**src/rtl/ssi_pkg.sv**
```systemverilog
// ----------------------------------------------------------------------------
// ssi_pkg
// Shared types and sizes for the sorted identifier set: request and response
// words, request and status codes, and the geometry of the cell row.
// ----------------------------------------------------------------------------
package ssi_pkg;

   // list geometry
   localparam int CAPACITY = 1024;
   localparam int ID_WIDTH = 20;
   localparam int IDX_W    = $clog2(CAPACITY);
   localparam int CNT_W    = $clog2(CAPACITY + 1);

   // cells are summarized in groups, then groups are summarized at the top
   localparam int GRP_SIZE = 32;
   localparam int GRP_W    = $clog2(GRP_SIZE);
   localparam int NUM_GRP  = CAPACITY / GRP_SIZE;
   localparam int NGRP_W   = IDX_W - GRP_W;

   // request codes
   typedef enum logic [1:0] {
      REQ_INSERT = 2'd0,
      REQ_CLEAR  = 2'd1,
      REQ_READ   = 2'd2,
      REQ_NONE   = 2'd3
   } ssi_req_code_type;

   // status codes
   typedef enum logic [1:0] {
      ST_DONE  = 2'd0,
      ST_DUP   = 2'd1,
      ST_FULL  = 2'd2,
      ST_RANGE = 2'd3
   } ssi_status_type;

   // request word
   typedef struct packed {
      ssi_req_code_type req_type;
      logic [19:0]      value;
      logic [9:0]       index;
   } ssi_req_type;

   // response word
   typedef struct packed {
      ssi_status_type status;
      logic [10:0]    entry_count;
      logic [9:0]     slot;
      logic [19:0]    read_value;
   } ssi_rsp_type;

   // summary of one group of cells
   typedef struct packed {
      logic                any_mark;
      logic                any_eq;
      logic [GRP_W-1:0]    pos;
      logic [ID_WIDTH-1:0] rd_value;
   } ssi_grp_type;

endpackage

```
**src/rtl/ssi_cell.sv**
```systemverilog
// ----------------------------------------------------------------------------
// ssi_cell
// One position of the sorted list: holds an entry, compares it with the
// broadcast value and, on insert, takes the new value or its left neighbor.
// ----------------------------------------------------------------------------
module ssi_cell
   import ssi_pkg::*;
(
   input  logic                clock,
   input  logic [ID_WIDTH-1:0] value,
   input  logic                used,
   input  logic                shift_en,
   input  logic                lt_left,
   input  logic [ID_WIDTH-1:0] entry_left,
   output logic [ID_WIDTH-1:0] entry,
   output logic                lt,
   output logic                eq
);

   logic [ID_WIDTH-1:0] entry_ff, entry_in;
   logic                lt_ff, lt_in;
   logic                eq_ff, eq_in;

   // compare flags and shift update
   always_comb begin
      lt_in    = used && (entry_ff < value);
      eq_in    = used && (entry_ff == value);
      entry_in = entry_ff;
      if (shift_en && !lt_ff) begin
         // first cell not below the value takes the value, later cells shift up
         entry_in = lt_left ? value : entry_left;
      end
   end

   always_ff @(posedge clock) begin
      entry_ff <= entry_in;
      lt_ff    <= lt_in;
      eq_ff    <= eq_in;
   end

   assign entry = entry_ff;
   assign lt    = lt_ff;
   assign eq    = eq_ff;

endmodule

```
**config.mk**
```make
export PLATFORM = sky130hd
export DESIGN_NAME = ssi_cell
export DESIGN_NICKNAME = d
export VERILOG_FILES = /design/src/rtl/ssi_pkg.sv /design/src/rtl/ssi_cell.sv
export SDC_FILE = /design/constraint.sdc
export NUM_CORES = 1
export LEC_CHECK = 0
export ABC_AREA = 1
export ABC_CLOCK_PERIOD_IN_PS = 4700
export BUFFER_PORTS_ARGS = -buffer_cell sky130_fd_sc_hd__buf_2
export CORE_UTILIZATION = 50
export CTS_BUF_LIST = sky130_fd_sc_hd__clkbuf_4
export DETAILED_ROUTE_END_ITERATION = 10
export PLACE_DENSITY_LB_ADDON = 0.08
export RECOVER_POWER = 50
export SETUP_SLACK_MARGIN = 0.15
export SYNTH_ARGS = -nofsm -noshare
export SYNTH_HDL_FRONTEND = slang
export SYNTH_SLANG_ARGS = --single-unit
```
**constraint.sdc**
```tcl
create_clock -name clock -period 4.7 [get_ports clock]
set_input_delay 0.705 -clock clock [delete_from_list [all_inputs] [get_ports clock]]
set_output_delay 0.705 -clock clock [all_outputs]
set_load 0.005 [all_outputs]
```
==> metrics.yaml <==
power_and_ir_drop:
  p_seq_share_pct: 55.0
  total_power_uw: 435.1
  swShare_pct: 28.53
  peakVddDrop_v: 0.0001958
  p_leak_uw: 0.0009623
  p_clk_share_pct: 20.8
  pwr_density_cell_nw_per_um2: 240.7
  p_sw_uw: 124.1
  p_comb_share_pct: 24.2
  p_int_uw: 311.0
timing:
  slew_headroom_pct: 2.431
  tightest_slew_ps: 1464
  finalCritPeriodShare_pct: 43.99
  final.min_clock_period_ps: 2068
  fin_tns_setup_ps: 0
  finClkSkew_ps: 5.862
  slew_violations: 0
  setup_viol: 0
  fmax_mhz: 483.7
  hold_viol_final: 0
  rsz0062_at_grt: "no"
setup_path:
  arrival_ps: 2140
  worst-path-buf-inv: 1
  crit_type: "in2reg"
  r2r_slack_ps: 3210
  worstSetupEndpointType: "register"
  cp-start-kind: "input port"
  r2r_end: "entry[15]"
  path_cells: "clkbuf_1 > mux2_1"
  cp.required_ps: 4780
  worst_path_max_delay_cell: "clkbuf_1"
  crit_path_max_fanout: 39
  cpPeakStageDelay_ps: 1040
  cpLargestDelayFamily: "buffers and inverters"
  rr_worst_depth: 1
  r2r-start: "lt"
grt:
  grt_max_degree: 40
  grt_overflow: 0
  grt_usage_pct: 18.06
  grt_pass1_vias: 1212
  grt_pass1_wl_um: 4574
  grt_antenna_before_repair: 0
synthesis:
  synth-adder-area-share_pct: 17.32
  synth.net_count: 232
  synth-seq-cells: 22
  syn_area_um2: 1445
  syn_inst: 168
  yosys.area.top_type: "edfxtp_1"
  synthTopCellsByArea: "edfxtp_1, ha_1, a21oi_1, inv_1, nand2_1"
  synth_top_family_by_area: "simple AND/OR/NAND/NOR gates"
  synth-simple-area-share_pct: 18.10
  syn_area_per_cell_um2: 8.602
  yosysTopAreaCellShare_pct: 41.56
  synth-compound-area-share_pct: 9.351
  yosysWarnings: 0
  ys_types: 16
  ys_seq_area_share_pct: 44.33
  yosys-mux-area-fraction_pct: 0.7792
  synth_xor_area_share_pct: 0
min_path:
  hold_start: "entry_left[0]"
  hold_path_class: "in2reg"
  whs_path_depth: 2
  min_to: "entry[0]"
placement:
  post_dp_cell_area_um2: 1789
  dp_hpwl_um: 2138
  gp_congestion: 0.7659
  port_buffers: 65
drt:
  ant_nets: 0
  vias: 1251
  vias_per_cell: 4.739
  wire_per_inst_um: 10.05
  drt_pass1_iterations: 4
  drtIter0Drc: 22
  routed_wl_um: 2654
  drc: 0
cts:
  holdBufCountCts: 0
  cts.htree.levels: 1
  cts_root_buf: "clkbuf_4"
  cts.reportedPaths.clkPinSlew_ps: 130
  cts_tree: "built"
  numCtsBuffers: 3
  cts.sinks: 22
  clk_path_buf_depth: 2
  cts_resized: 0
  insertion_delay_ps: 310
  cts_setup_buffers: 0
final_layout:
  diodes: 0
  syn2layout_area_growth_pct: 25.11
  fin_util_pct: 65.56
  fillers: 253
  stdcell_area_um2: 1808
  drive_above_1_share_pct: 30.90
  layout.area.seq_um2: 640.6
  multi_input_area_um2: 658.1
  final_nets: 298
die:
  die_x_um: 55.76
  die_h_um: 55.76
  ios: 66
  rows: 19
  start_util_pct: 52.40
  core_um2: 2758
  dieArea_um2: 3109
run_status:
  run_status: "finished clean"
run:
  maxCapViolations: 0
[layout make-up]
class	instances	area share [%]
clock inverters	1	0.2076
well taps	31	2.145
inverters	33	6.851
repair buffers	65	17.72
flip-flops and latches	22	35.43
clock buffers	3	1.246
multi-input cells	109	36.40
[sequential cells by signal (all words and copies together), names as in the netlist]
| signal | cells |
|---|---|
| entry | 20 |
| eq | 1 |
| lt | 1 |
[power by group through the flow]
stage / clock, µW / combinational, µW / sequential, µW
5_1_grt: 98.9 / 122 / 241
4_1_cts: 93.9 / 108 / 239
6_report: 90.7 / 105 / 239
2_1_floorplan: 0 / 62.8 / 245
3_5_place_dp: 0 / 108 / 244
3_3_place_gp: 0 / 103 / 243
[logic make-up (layout without fill, tap and decap cells)]
group                    Yosys count  after routing
adder cells (fa/ha/maj)           20             20
multiplexers                       1              1
buffers and inverters             37            102
AND/OR/NAND/NOR                   61             61
flip-flops                        22             22
AO/OA/AOI/OAI                     27             27
[how the worst max path moves through the flow]
stage | startpoint | endpoint | slack (ps) | cells past startpoint
final | lt_left | entry[0] | 2630 | 2
after global routing | lt_left | entry[0] | 2470 | 2
after CTS | shift_en | entry[14] | 3010 | 3
after detailed placement | shift_en | entry[13] | 2670 | 3
after global placement | shift_en | entry[16] | 2730 | 3
after floorplan | shift_en | entry[0] | 2710 | 2
[synthesized netlist by cell type (all sizes together)]
cell type	n
dfxtp	2
buf	4
nand3	1
ha	20
nor2	27
nor4	1
nand2	32
mux2	1
inv	33
a21oi	26
edfxtp	20
o21ai	1
[placed cells by master (no fill, tap or decap), drive strengths merged]
cell type	instances
a21oi	26
buf	61
clkbuf	7
clkinv	1
dfxtp	2
edfxtp	20
ha	20
inv	33
mux2	1
nand2	32
nand3	1
nor2	27
nor4	1
o21ai	1
[metrics by stage]
step / cells / setup slack, ps / hold slack, ps
after global routing: 264 / 2473 / 669.5
after floorplan: 168 / 2710 / 730.6
after CTS: 264 / 3013 / 661.1
after global placement: 260 / 2729 / 739.7
final: 264 / 2632 / 674.5
after detailed placement: 260 / 2671 / 763.2
[layer usage]
layer  global-route usage [%]  vias to the layer above  routed length (µm)
li1                         -                      669                   -
met1                    21.27                      545                1124
met2                    33.56                       35                1391
met3                    2.326                        2                 124
met4                    6.071                        0                  14
met5                        0                        -                   0
Power figures use the tool's default switching activity.
