--- src/rtl/ssi_pkg.sv ---
// ----------------------------------------------------------------------------
// ssi_pkg
// Shared types and sizes for the sorted identifier set: request and response
// words, request and status codes, and the geometry of the cell row.
// ----------------------------------------------------------------------------
package ssi_pkg;

   // list geometry
   localparam int CAPACITY = 1024;
   localparam int ID_WIDTH = 20;
   localparam int IDX_W    = $clog2(CAPACITY);
   localparam int CNT_W    = $clog2(CAPACITY + 1);

   // cells are summarized in groups, then groups are summarized at the top
   localparam int GRP_SIZE = 32;
   localparam int GRP_W    = $clog2(GRP_SIZE);
   localparam int NUM_GRP  = CAPACITY / GRP_SIZE;
   localparam int NGRP_W   = IDX_W - GRP_W;

   // request codes
   typedef enum logic [1:0] {
      REQ_INSERT = 2'd0,
      REQ_CLEAR  = 2'd1,
      REQ_READ   = 2'd2,
      REQ_NONE   = 2'd3
   } ssi_req_code_type;

   // status codes
   typedef enum logic [1:0] {
      ST_DONE  = 2'd0,
      ST_DUP   = 2'd1,
      ST_FULL  = 2'd2,
      ST_RANGE = 2'd3
   } ssi_status_type;

   // request word
   typedef struct packed {
      ssi_req_code_type req_type;
      logic [19:0]      value;
      logic [9:0]       index;
   } ssi_req_type;

   // response word
   typedef struct packed {
      ssi_status_type status;
      logic [10:0]    entry_count;
      logic [9:0]     slot;
      logic [19:0]    read_value;
   } ssi_rsp_type;

   // summary of one group of cells
   typedef struct packed {
      logic                any_mark;
      logic                any_eq;
      logic [GRP_W-1:0]    pos;
      logic [ID_WIDTH-1:0] rd_value;
   } ssi_grp_type;

endpackage

--- src/rtl/ssi_group.sv ---
// ----------------------------------------------------------------------------
// ssi_group
// Registered summary of one group of cells: match and boundary flags, the
// local position of the boundary and the entry picked for a read.
// ----------------------------------------------------------------------------
module ssi_group
   import ssi_pkg::*;
(
   input  logic                               clock,
   input  logic [GRP_SIZE-1:0]                mark,
   input  logic [GRP_SIZE-1:0]                eq,
   input  logic [GRP_SIZE-1:0][ID_WIDTH-1:0]  entries,
   input  logic [GRP_W-1:0]                   rd_sel,
   output ssi_grp_type                        summary
);

   ssi_grp_type grp_ff, grp_in;

   // at most one mark per row, so an or of indexes encodes it
   always_comb begin
      grp_in          = '0;
      grp_in.any_mark = |mark;
      grp_in.any_eq   = |eq;
      for (int k = 0; k < GRP_SIZE; k++) begin
         if (mark[k]) begin
            grp_in.pos = grp_in.pos | GRP_W'(k);
         end
      end
      grp_in.rd_value = entries[rd_sel];
   end

   always_ff @(posedge clock) begin
      grp_ff <= grp_in;
   end

   assign summary = grp_ff;

endmodule

--- config.mk ---
export PLATFORM = sky130hd
export DESIGN_NAME = ssi_group
export DESIGN_NICKNAME = d
export VERILOG_FILES = /design/src/rtl/ssi_pkg.sv /design/src/rtl/ssi_group.sv
export SDC_FILE = /design/constraint.sdc
export NUM_CORES = 1
export LEC_CHECK = 0
export BUFFER_PORTS_ARGS = -buffer_cell sky130_fd_sc_hd__buf_2
export CAP_MARGIN = 20
export CORE_AREA = 2 2 285 287
export DETAILED_ROUTE_END_ITERATION = 12
export DIE_AREA = 0 0 287 289
export GPL_TIMING_DRIVEN = 0
export SLEW_MARGIN = 20
export SYNTH_ARGS = -nofsm -noshare
export SYNTH_HDL_FRONTEND = slang
export SYNTH_SLANG_ARGS = --single-unit
--- constraint.sdc ---
create_clock -name clock -period 1.8 [get_ports clock]
set_input_delay 0.09 -clock clock [delete_from_list [all_inputs] [get_ports clock]]
set_output_delay 0.09 -clock clock [all_outputs]
set_load 0.03 [all_outputs]
==> results of run 1 <==
layout make-up:
cell class                 count  area [µm²]  area share [%]
buffer                        81         673            5.70
multi-input combinational    664        5450            46.2
antenna                       16        40.0           0.339
tap                         1060        1330            11.2
sequential                    27         541            4.58
clock inverter                 1        7.51          0.0635
timing repair buffer         737        3700            31.3
clock buffer                   3        75.1           0.635
stage by stage:
stage	total power, W	hold WS [ns]	setup slack (ns)	cells
2_1_floorplan	0.00196	0.195	0.576	772
3_3_place_gp	0.00350	0.285	-1.02	2567
3_5_place_dp	0.00351	0.294	-1.03	2567
4_1_cts	0.00427	0.00272	0.00221	2573
5_1_grt	0.00446	0.0160	0.00236	2582
6_report	0.00418	0.0143	-0.0315	2589
power by group through the flow:
stage	sequential (W)	combinational, W	clock (W)
after global placement	0.000699	0.00280	0
after floorplan	0.000840	0.00112	0
final	0.000687	0.00284	0.000661
after CTS	0.000690	0.00286	0.000722
after global routing	0.000696	0.00305	0.000716
after detailed placement	0.000703	0.00281	0
synth_stat cells, types with 8 or more instances:
library cell,instances
buf_2,22
nand2_1,41
nand4_1,26
nor3_1,28
clkbuf_1,23
buf_8,8
a22oi_1,80
a31oi_1,20
a21oi_1,40
a22o_1,40
buf_4,15
dfxtp_1,27
mux2i_1,320
nor4_1,13
nand3_1,41
kinds of logic (layout without fill, tap and decap cells):
logic type	count (synthesis)	after routing	synth area share, %
buf+inv	81	822	9.61
simple gates	164	164	13.1
other cells	0	16	0
mux	320	320	49.3
flops	27	27	8.32
compound gates	180	180	19.6
cell usage in the layout (no fill, tap or decap), drive strengths merged, types with 20 or more instances in the layout:
| cell type | instances |
|---|---|
| nor3 | 28 |
| a22oi | 80 |
| nand2 | 41 |
| nand3 | 41 |
| a22o | 40 |
| clkbuf | 26 |
| mux2i | 320 |
| buf | 793 |
| a21oi | 40 |
| a31oi | 20 |
| dfxtp | 27 |
| nand4 | 26 |
routing by layer:
metal  GRT usage, %  wire length, µm  vias to the layer above
li1               -                -                     4560
met1           15.8            23300                     4384
met2           22.4            27300                      650
met3           4.05             6140                       97
met4           5.55             2590                       10
met5              0               56                        -
repair_timing:
action / in CTS / in global routing
endpoints found under the hold margin: 2 / 0
endpoints found under the setup margin: 20 / 16
gates resized for setup: 33 / 22
pin swaps: 0 / 3
hold buffers: 2 / 0
worst max-delay path by stage:
| stage | cells past startpoint | startpoint | endpoint |
|---|---|---|---|
| 2_1_floorplan | 8 | rd_sel[0] | summary[0] |
| 3_3_place_gp | 8 | rd_sel[1] | summary[17] |
| 3_5_place_dp | 8 | rd_sel[1] | summary[17] |
| 4_1_cts | 8 | rd_sel[1] | summary[17] |
| 5_1_grt | 7 | rd_sel[0] | summary[12] |
| 6_report | 8 | rd_sel[2] | summary[6] |
critical path: cells and delay by family:
family | cells | cell delay (ns)
buffers and inverters | 3 | 0.60
AOI/OAI and AO/OA | 2 | 0.51
and+or+nand+nor | 3 | 0.86
==> impl_metrics.tcl, run 1 <==
set metrics [dict create \
    clkSinkCount 27 \
    finalSetupTns_ns -0.0315 \
    num_rows 104 \
    grt_pass1_wl_um 75200 \
    setup_viol 1 \
    critPathLaunchType "input pin" \
    critical_path_required_ns 2.04 \
    crit_fanout 10 \
    grt_setup_unrepaired "no" \
    antenna_found_initial 25 \
    synth_cell_type_count 28 \
    synth_top_cell_area_share_pct 49.3 \
    switching_power_w 0.00194 \
    ys_seq_area_share_pct 8.32 \
    largest_reg_flops 27 \
    htree_levels 1 \
    cts_setup_buffers 0 \
    setup_ws_ns -0.0315 \
    tightest_slew_ns 0.736 \
    nets 2224 \
    yosys.area.top_type "mux2i_1" \
    failed_checks "negative setup slack" \
    syn_to_final_growth_pct 81.9 \
    die_width_um 287 \
    hold_viol_final 0 \
    synthTopCellsByArea "mux2i_1 (49%), a22oi_1 (9.2%), dfxtp_1 (8.3%), a22o_1 (5.4%), nand3_1 (3.2%)" \
    p_leak_nw 6.07 \
    fin_crit_ns 1.83 \
    synth_nets 1482 \
    power.share.clock_pct 15.8 \
    viasPerCell 3.75 \
    max_stage_delay_ns 0.59 \
    final_util_pct 14.8 \
    synth_area_um2 6500 \
    dr.pass1.iters 5 \
    ctsLongestPathBuffers 2 \
    endpoint_kind "flop" \
    fin_crit_sh_pct 102 \
    worstHoldStart "mark[8]" \
    grt_pass1_vias 9608 \
    yosys_warnings 0 \
    cts_buffers 3 \
    io_buffers 735 \
    sequentialPowerShare_pct 16.4 \
    fillers 9184 \
    wl_um 59300 \
    whs_endpoint "summary[26]" \
    die_area_um2 82900 \
    wl_per_cell_um 22.9 \
    initial_utilization_pct 8.13 \
    drt_iter0_markers 461 \
    relSlewSlack_pct 50.6 \
    tritoncts "done" \
    post-dp-hpwl_um 52000 \
    io_pins 737 \
    path_clk_slew_ns 0.11 \
    fmax_mhz 546 \
    ys_ff_latch 27 \
    powerDensity_nw_per_um2 354 \
    crit_chain "buf_2, and2_1, buf_4, buf_2, a22o_1, nor3_1, a31oi_1, nand3_1" \
    ir_drop_v 0.000350 \
    syn_inst 772 \
    hold_depth 2 \
    cts_root_buffer "clkbuf_16" \
    critical_path_class "in2reg" \
    maxCapViolCount 0 \
    async_flop_share_pct 0 \
    cp_slowest_cell "nor3_1" \
    synth_edf_count 0 \
    final_cell_area_um2 11800 \
    place_congestion 0.935 \
    grt.total_usage_pct 13.4 \
    antenna_left 0 \
    drive_gt1_share_pct 55.1 \
    die_y_um 289 \
    critPathArrivalTime_ns 2.07 \
    status "complete, but fails checks" \
    overflow 0 \
    crit_top_cell "buf_2" \
    p_sw_share_pct 46.3 \
    internal_power_w 0.00225 \
    vias 9701 \
    slew_viol_final 0 \
    post-route-drc-count 0 \
    grt_start_max_net_pins 17 \
    hp-class "in2reg" \
    fp.coreArea_um2 79900 \
    synthFlopType "dfxtp_1" \
    pwr-share-comb_pct 67.8 \
    place_area_um2 11500 \
    syn-mean-instance-area_um2 8.41 \
]
No activity file was read; power rests on OpenSTA's default activity.
==> run 2: changes to the inputs <==
--- a/config.mk
+++ b/config.mk
@@ -11,6 +11,7 @@
 export DETAILED_ROUTE_END_ITERATION = 12
 export DIE_AREA = 0 0 287 289
 export GPL_TIMING_DRIVEN = 0
+export HOLD_SLACK_MARGIN = 0.03
 export SLEW_MARGIN = 20
 export SYNTH_ARGS = -nofsm -noshare
 export SYNTH_HDL_FRONTEND = slang
==> impl_metrics.tcl, run 2 (synthesis results as in run 1) <==
set metrics [dict create \
    status "complete, but fails checks" \
    failed_checks "negative setup slack" \
    grt_setup_unrepaired "yes" \
    cp_slowest_cell "nor3_1" \
    drive_gt1_share_pct 54.7 \
    finalSetupTns_ns -0.0406 \
    relSlewSlack_pct 48.5 \
    cp.buffers_inverters 3 \
    nets 2233 \
    die_width_um 287 \
    multiInputGateArea_um2 5460 \
    ctsLongestPathBuffers 2 \
    htree_levels 1 \
    tightest_slew_ns 0.766 \
    ff_latch_area_um2 541 \
    critPathLaunchType "input pin" \
    critical_path_class "in2reg" \
    crit_chain "buf_2, and2_1, buf_4, buf_2, a22o_1, nor3_1, a31oi_1, nand3_1" \
    sequentialPowerShare_pct 16.4 \
    vias 9722 \
    die_area_um2 82900 \
    wl_um 59300 \
    switching_power_w 0.00193 \
    instances_no_fill 2600 \
    endpoint_kind "flop" \
    pwr-share-comb_pct 67.9 \
    fin_crit_ns 1.84 \
    dr.pass1.iters 4 \
    slew_viol_final 0 \
    critPathArrivalTime_ns 2.08 \
    antenna_left 0 \
    powerDensity_nw_per_um2 351 \
    antenna_found_initial 26 \
    syn_to_final_growth_pct 83.3 \
    hp-class "in2reg" \
    max_stage_delay_ns 0.62 \
    cp_top_family "simple AND/OR/NAND/NOR gates" \
    p_leak_nw 6.09 \
    p_total_w 0.00418 \
    initial_utilization_pct 8.13 \
    maxCapViolCount 0 \
    path_clk_slew_ns 0.11 \
    hold_viol_final 0 \
    num_rows 104 \
    power.share.clock_pct 15.6 \
    dp_cells 2567 \
    setup_viol 1 \
    cts_buffers 3 \
    grt_pass1_vias 9693 \
    cts_root_buffer "clkbuf_16" \
    place_area_um2 11500 \
    wl_per_cell_um 22.8 \
    crit_top_cell "buf_2" \
    final_cell_mix "buf_2 (749), mux2i_1 (318), a22oi_1 (77)" \
    tritoncts "done" \
    clkSinkCount 27 \
    grt.total_usage_pct 13.4 \
    viasPerCell 3.74 \
    post-route-drc-count 0 \
    die_y_um 289 \
    overflow 0 \
    grt_start_max_net_pins 17 \
    io_buffers 735 \
    critical_path_required_ns 2.04 \
    io_pins 737 \
    final_cell_area_um2 11900 \
    internal_power_w 0.00225 \
    place_congestion 0.935 \
    grt_pass1_wl_um 75400 \
    p_sw_share_pct 46.3 \
    fp.coreArea_um2 79900 \
    final_common_cell "buf_2" \
    post-dp-hpwl_um 52000 \
    holdWs_ns 0.0545 \
    ir_drop_v 0.000351 \
    fillers 9179 \
    drt_iter0_markers 438 \
    fin_crit_sh_pct 102 \
    crit_fanout 10 \
    fmax_mhz 543 \
    setup_ws_ns -0.0406 \
    largest_reg_flops 27 \
]
[run 2: worst paths after layout]
path,start,end,cells past startpoint
worst max-delay path,rd_sel[2],summary[6],8
worst min-delay path,eq[14],summary[25],4
[run 2: area by class of cell]
type / instances / area share [%]
Antenna cell: 18 / 0.378
Sequential cell: 27 / 4.54
Clock buffer: 3 / 0.631
Tap cell: 1060 / 11.1
Clock inverter: 1 / 0.0631
Multi-Input combinational cell: 664 / 45.8
Buffer: 81 / 5.59
Timing Repair Buffer: 746 / 31.8
[run 2: timing repair]
action | in CTS | in global routing
endpoints found under the hold margin | 6 | 0
buffers inserted | 0 | 0
hold buffers | 11 | 0
endpoints found under the setup margin | 20 | 18
resized for setup | 33 | 16
pin swaps | 0 | 1
[run 2: stage by stage]
step	utilization (%)	worst slack, ns
after floorplan	-	0.576
after global placement	14.4	-1.02
after detailed placement	14.4	-1.03
after CTS	14.8	0.00221
after global routing	14.9	-0.0806
final	14.9	-0.0406
[run 2: power groups by stage]
stage	clock network [W]	logic (W)	registers, W
after floorplan	0	0.00112	0.000840
after global placement	0	0.00280	0.000699
after detailed placement	0	0.00281	0.000703
after CTS	0.000722	0.00287	0.000690
after global routing	0.000716	0.00305	0.000696
final	0.000653	0.00284	0.000687
[run 2: metal layers]
metal  wire length (µm)  global-route usage (%)  vias up
met1              23800                    15.8     4401
li1                   -                       -     4579
met2              27400                    22.4      628
met5                 56                       0        -
met4               2580                    5.77       10
met3               5580                    4.05      104
==> run 3: changes to the inputs <==
--- a/config.mk
+++ b/config.mk
@@ -7,12 +7,13 @@
 export LEC_CHECK = 0
 export BUFFER_PORTS_ARGS = -buffer_cell sky130_fd_sc_hd__buf_2
 export CAP_MARGIN = 20
-export CORE_AREA = 2 2 285 287
+export CORE_AREA = 2 2 289 291
 export DETAILED_ROUTE_END_ITERATION = 12
-export DIE_AREA = 0 0 287 289
+export DIE_AREA = 0 0 291 293
 export GPL_TIMING_DRIVEN = 0
 export HOLD_SLACK_MARGIN = 0.03
 export SLEW_MARGIN = 20
 export SYNTH_ARGS = -nofsm -noshare
 export SYNTH_HDL_FRONTEND = slang
 export SYNTH_SLANG_ARGS = --single-unit
+export TNS_END_PERCENT = 50
==> constraint.sdc (replaced) <==
create_clock -name clock -period 1.75 [get_ports clock]
set_input_delay 0.0875 -clock clock [delete_from_list [all_inputs] [get_ports clock]]
set_output_delay 0.0875 -clock clock [all_outputs]
set_load 0.03 [all_outputs]
==> impl_metrics.tcl, run 3 (synthesis results as in run 1) <==
set metrics [dict create \
    slew_viol_final 0 \
    p_total_w 0.00435 \
    wl_um 62500 \
    vias 9924 \
    critical_path_class "in2reg" \
    max_stage_delay_ns 0.61 \
    antenna_left 0 \
    clkSinkCount 27 \
    antenna_found_initial 42 \
    fp.coreArea_um2 81800 \
    path_clk_slew_ns 0.11 \
    maxCapViolCount 0 \
    viasPerCell 3.77 \
    place_congestion 0.941 \
    io_pins 737 \
    num_rows 105 \
    fillers 9462 \
    grt_start_max_net_pins 20 \
    cp_top_family "simple AND/OR/NAND/NOR gates" \
    nets 2247 \
    fin_crit_ns 1.75 \
    tritoncts "done" \
    post-route-drc-count 0 \
    syn_to_final_growth_pct 86.6 \
    grt_setup_unrepaired "yes" \
    final_common_cell "buf_2" \
    drive_gt1_share_pct 54.5 \
    critPathArrivalTime_ns 1.99 \
    endpoint_kind "flop" \
    p_leak_nw 6.17 \
    crit_chain "buf_2, nor2b_1, buf_4, clkbuf_4, a22o_1, nor3_1, a31oi_1, nand3_1" \
    multiInputGateArea_um2 5500 \
    instances_no_fill 2629 \
    setup_viol 1 \
    dp_cells 2577 \
    hp-class "in2reg" \
    grt_pass1_wl_um 80100 \
    io_buffers 735 \
    hold_viol_final 0 \
    overflow 0 \
    ctsLongestPathBuffers 2 \
    grt.total_usage_pct 13.7 \
    die_area_um2 85300 \
    wl_per_cell_um 23.8 \
    post-dp-hpwl_um 54400 \
    status "complete, but fails checks" \
    final_cell_mix "buf_2 (747), mux2i_1 (316), a22oi_1 (75)" \
    ff_latch_area_um2 541 \
    critPathLaunchType "input pin" \
    crit_fanout 10 \
    fin_crit_sh_pct 100 \
    htree_levels 1 \
    fmax_mhz 570 \
    drt_iter0_markers 523 \
    grt_pass1_vias 10100 \
    tightest_slew_ns 0.753 \
    failed_checks "negative setup slack" \
    die_y_um 293 \
    hold_depth 3 \
    cp.buffers_inverters 3 \
    ir_drop_v 0.000383 \
    cts_buffers 3 \
    setup_ws_ns -0.00428 \
    relSlewSlack_pct 49.4 \
    initial_utilization_pct 7.94 \
    path_depth 8 \
    critical_path_required_ns 1.99 \
    finalSetupTns_ns -0.00428 \
    powerDensity_nw_per_um2 359 \
    die_width_um 291 \
    post-place-ws_ns -1.09 \
    largest_reg_flops 27 \
    cp_slowest_cell "nor3_1" \
    cts_setup_buffers 0 \
    final_util_pct 14.8 \
    dr.pass1.iters 7 \
    cts_root_buffer "clkbuf_16" \
]
## run 3: cell types whose count changed in the layout (fill, tap and decap cells not counted), moves of 4 or more
cell,change
diode_2,+5
dlygate4sd3_1,+15
a31oi_2,+4
a31oi_1,-4
clkbuf_4,+4
clkbuf_2,-4
## run 3: timing repair
item | in CTS | in global routing
resized for setup | 40 | 14
hold buffers | 27 | 0
setup endpoints to repair | 20 | 17
pin swaps | 2 | 0
hold endpoints to repair | 6 | 0
## run 3: cell type report
| type | count | share of cell area (%) |
|---|---|---|
| clock inverters | 1 | 0.0619 |
| well taps | 1070 | 11.0 |
| repair buffers | 761 | 32.5 |
| clock buffers | 3 | 0.619 |
| flip-flops and latches | 27 | 4.46 |
| diodes | 23 | 0.475 |
| plain buffers | 80 | 5.49 |
| multi-input cells | 664 | 45.4 |
## run 3: metrics by stage
stage | hold WS (ns) | instance area (µm²)
floorplan | 0.193 | 6500
global placement | 0.280 | 11500
detailed placement | 0.286 | 11500
CTS | 0.0318 | 12000
global route | 0.0497 | 12100
finish | 0.0393 | 12100
## run 3: worst paths after layout
kind	end	start	slack, ns
hold / removal	summary[23]	mark[24]	0.04
setup / recovery	summary[6]	rd_sel[2]	-0.004
## run 3: power by group
| group | switching (W) | internal (W) | total, W |
|---|---|---|---|
| Combinational | 0.00164 | 0.00134 | 0.00297 |
| Clock | 0.000351 | 0.000317 | 0.000667 |
| Sequential | 0.0000213 | 0.000686 | 0.000707 |
## run 3: routing by layer
metal | track usage (%) | wire length (µm)
met5 | 0 | 111
met4 | 6.47 | 3190
met3 | 3.97 | 5510
met2 | 23.2 | 29000
met1 | 16.0 | 24700
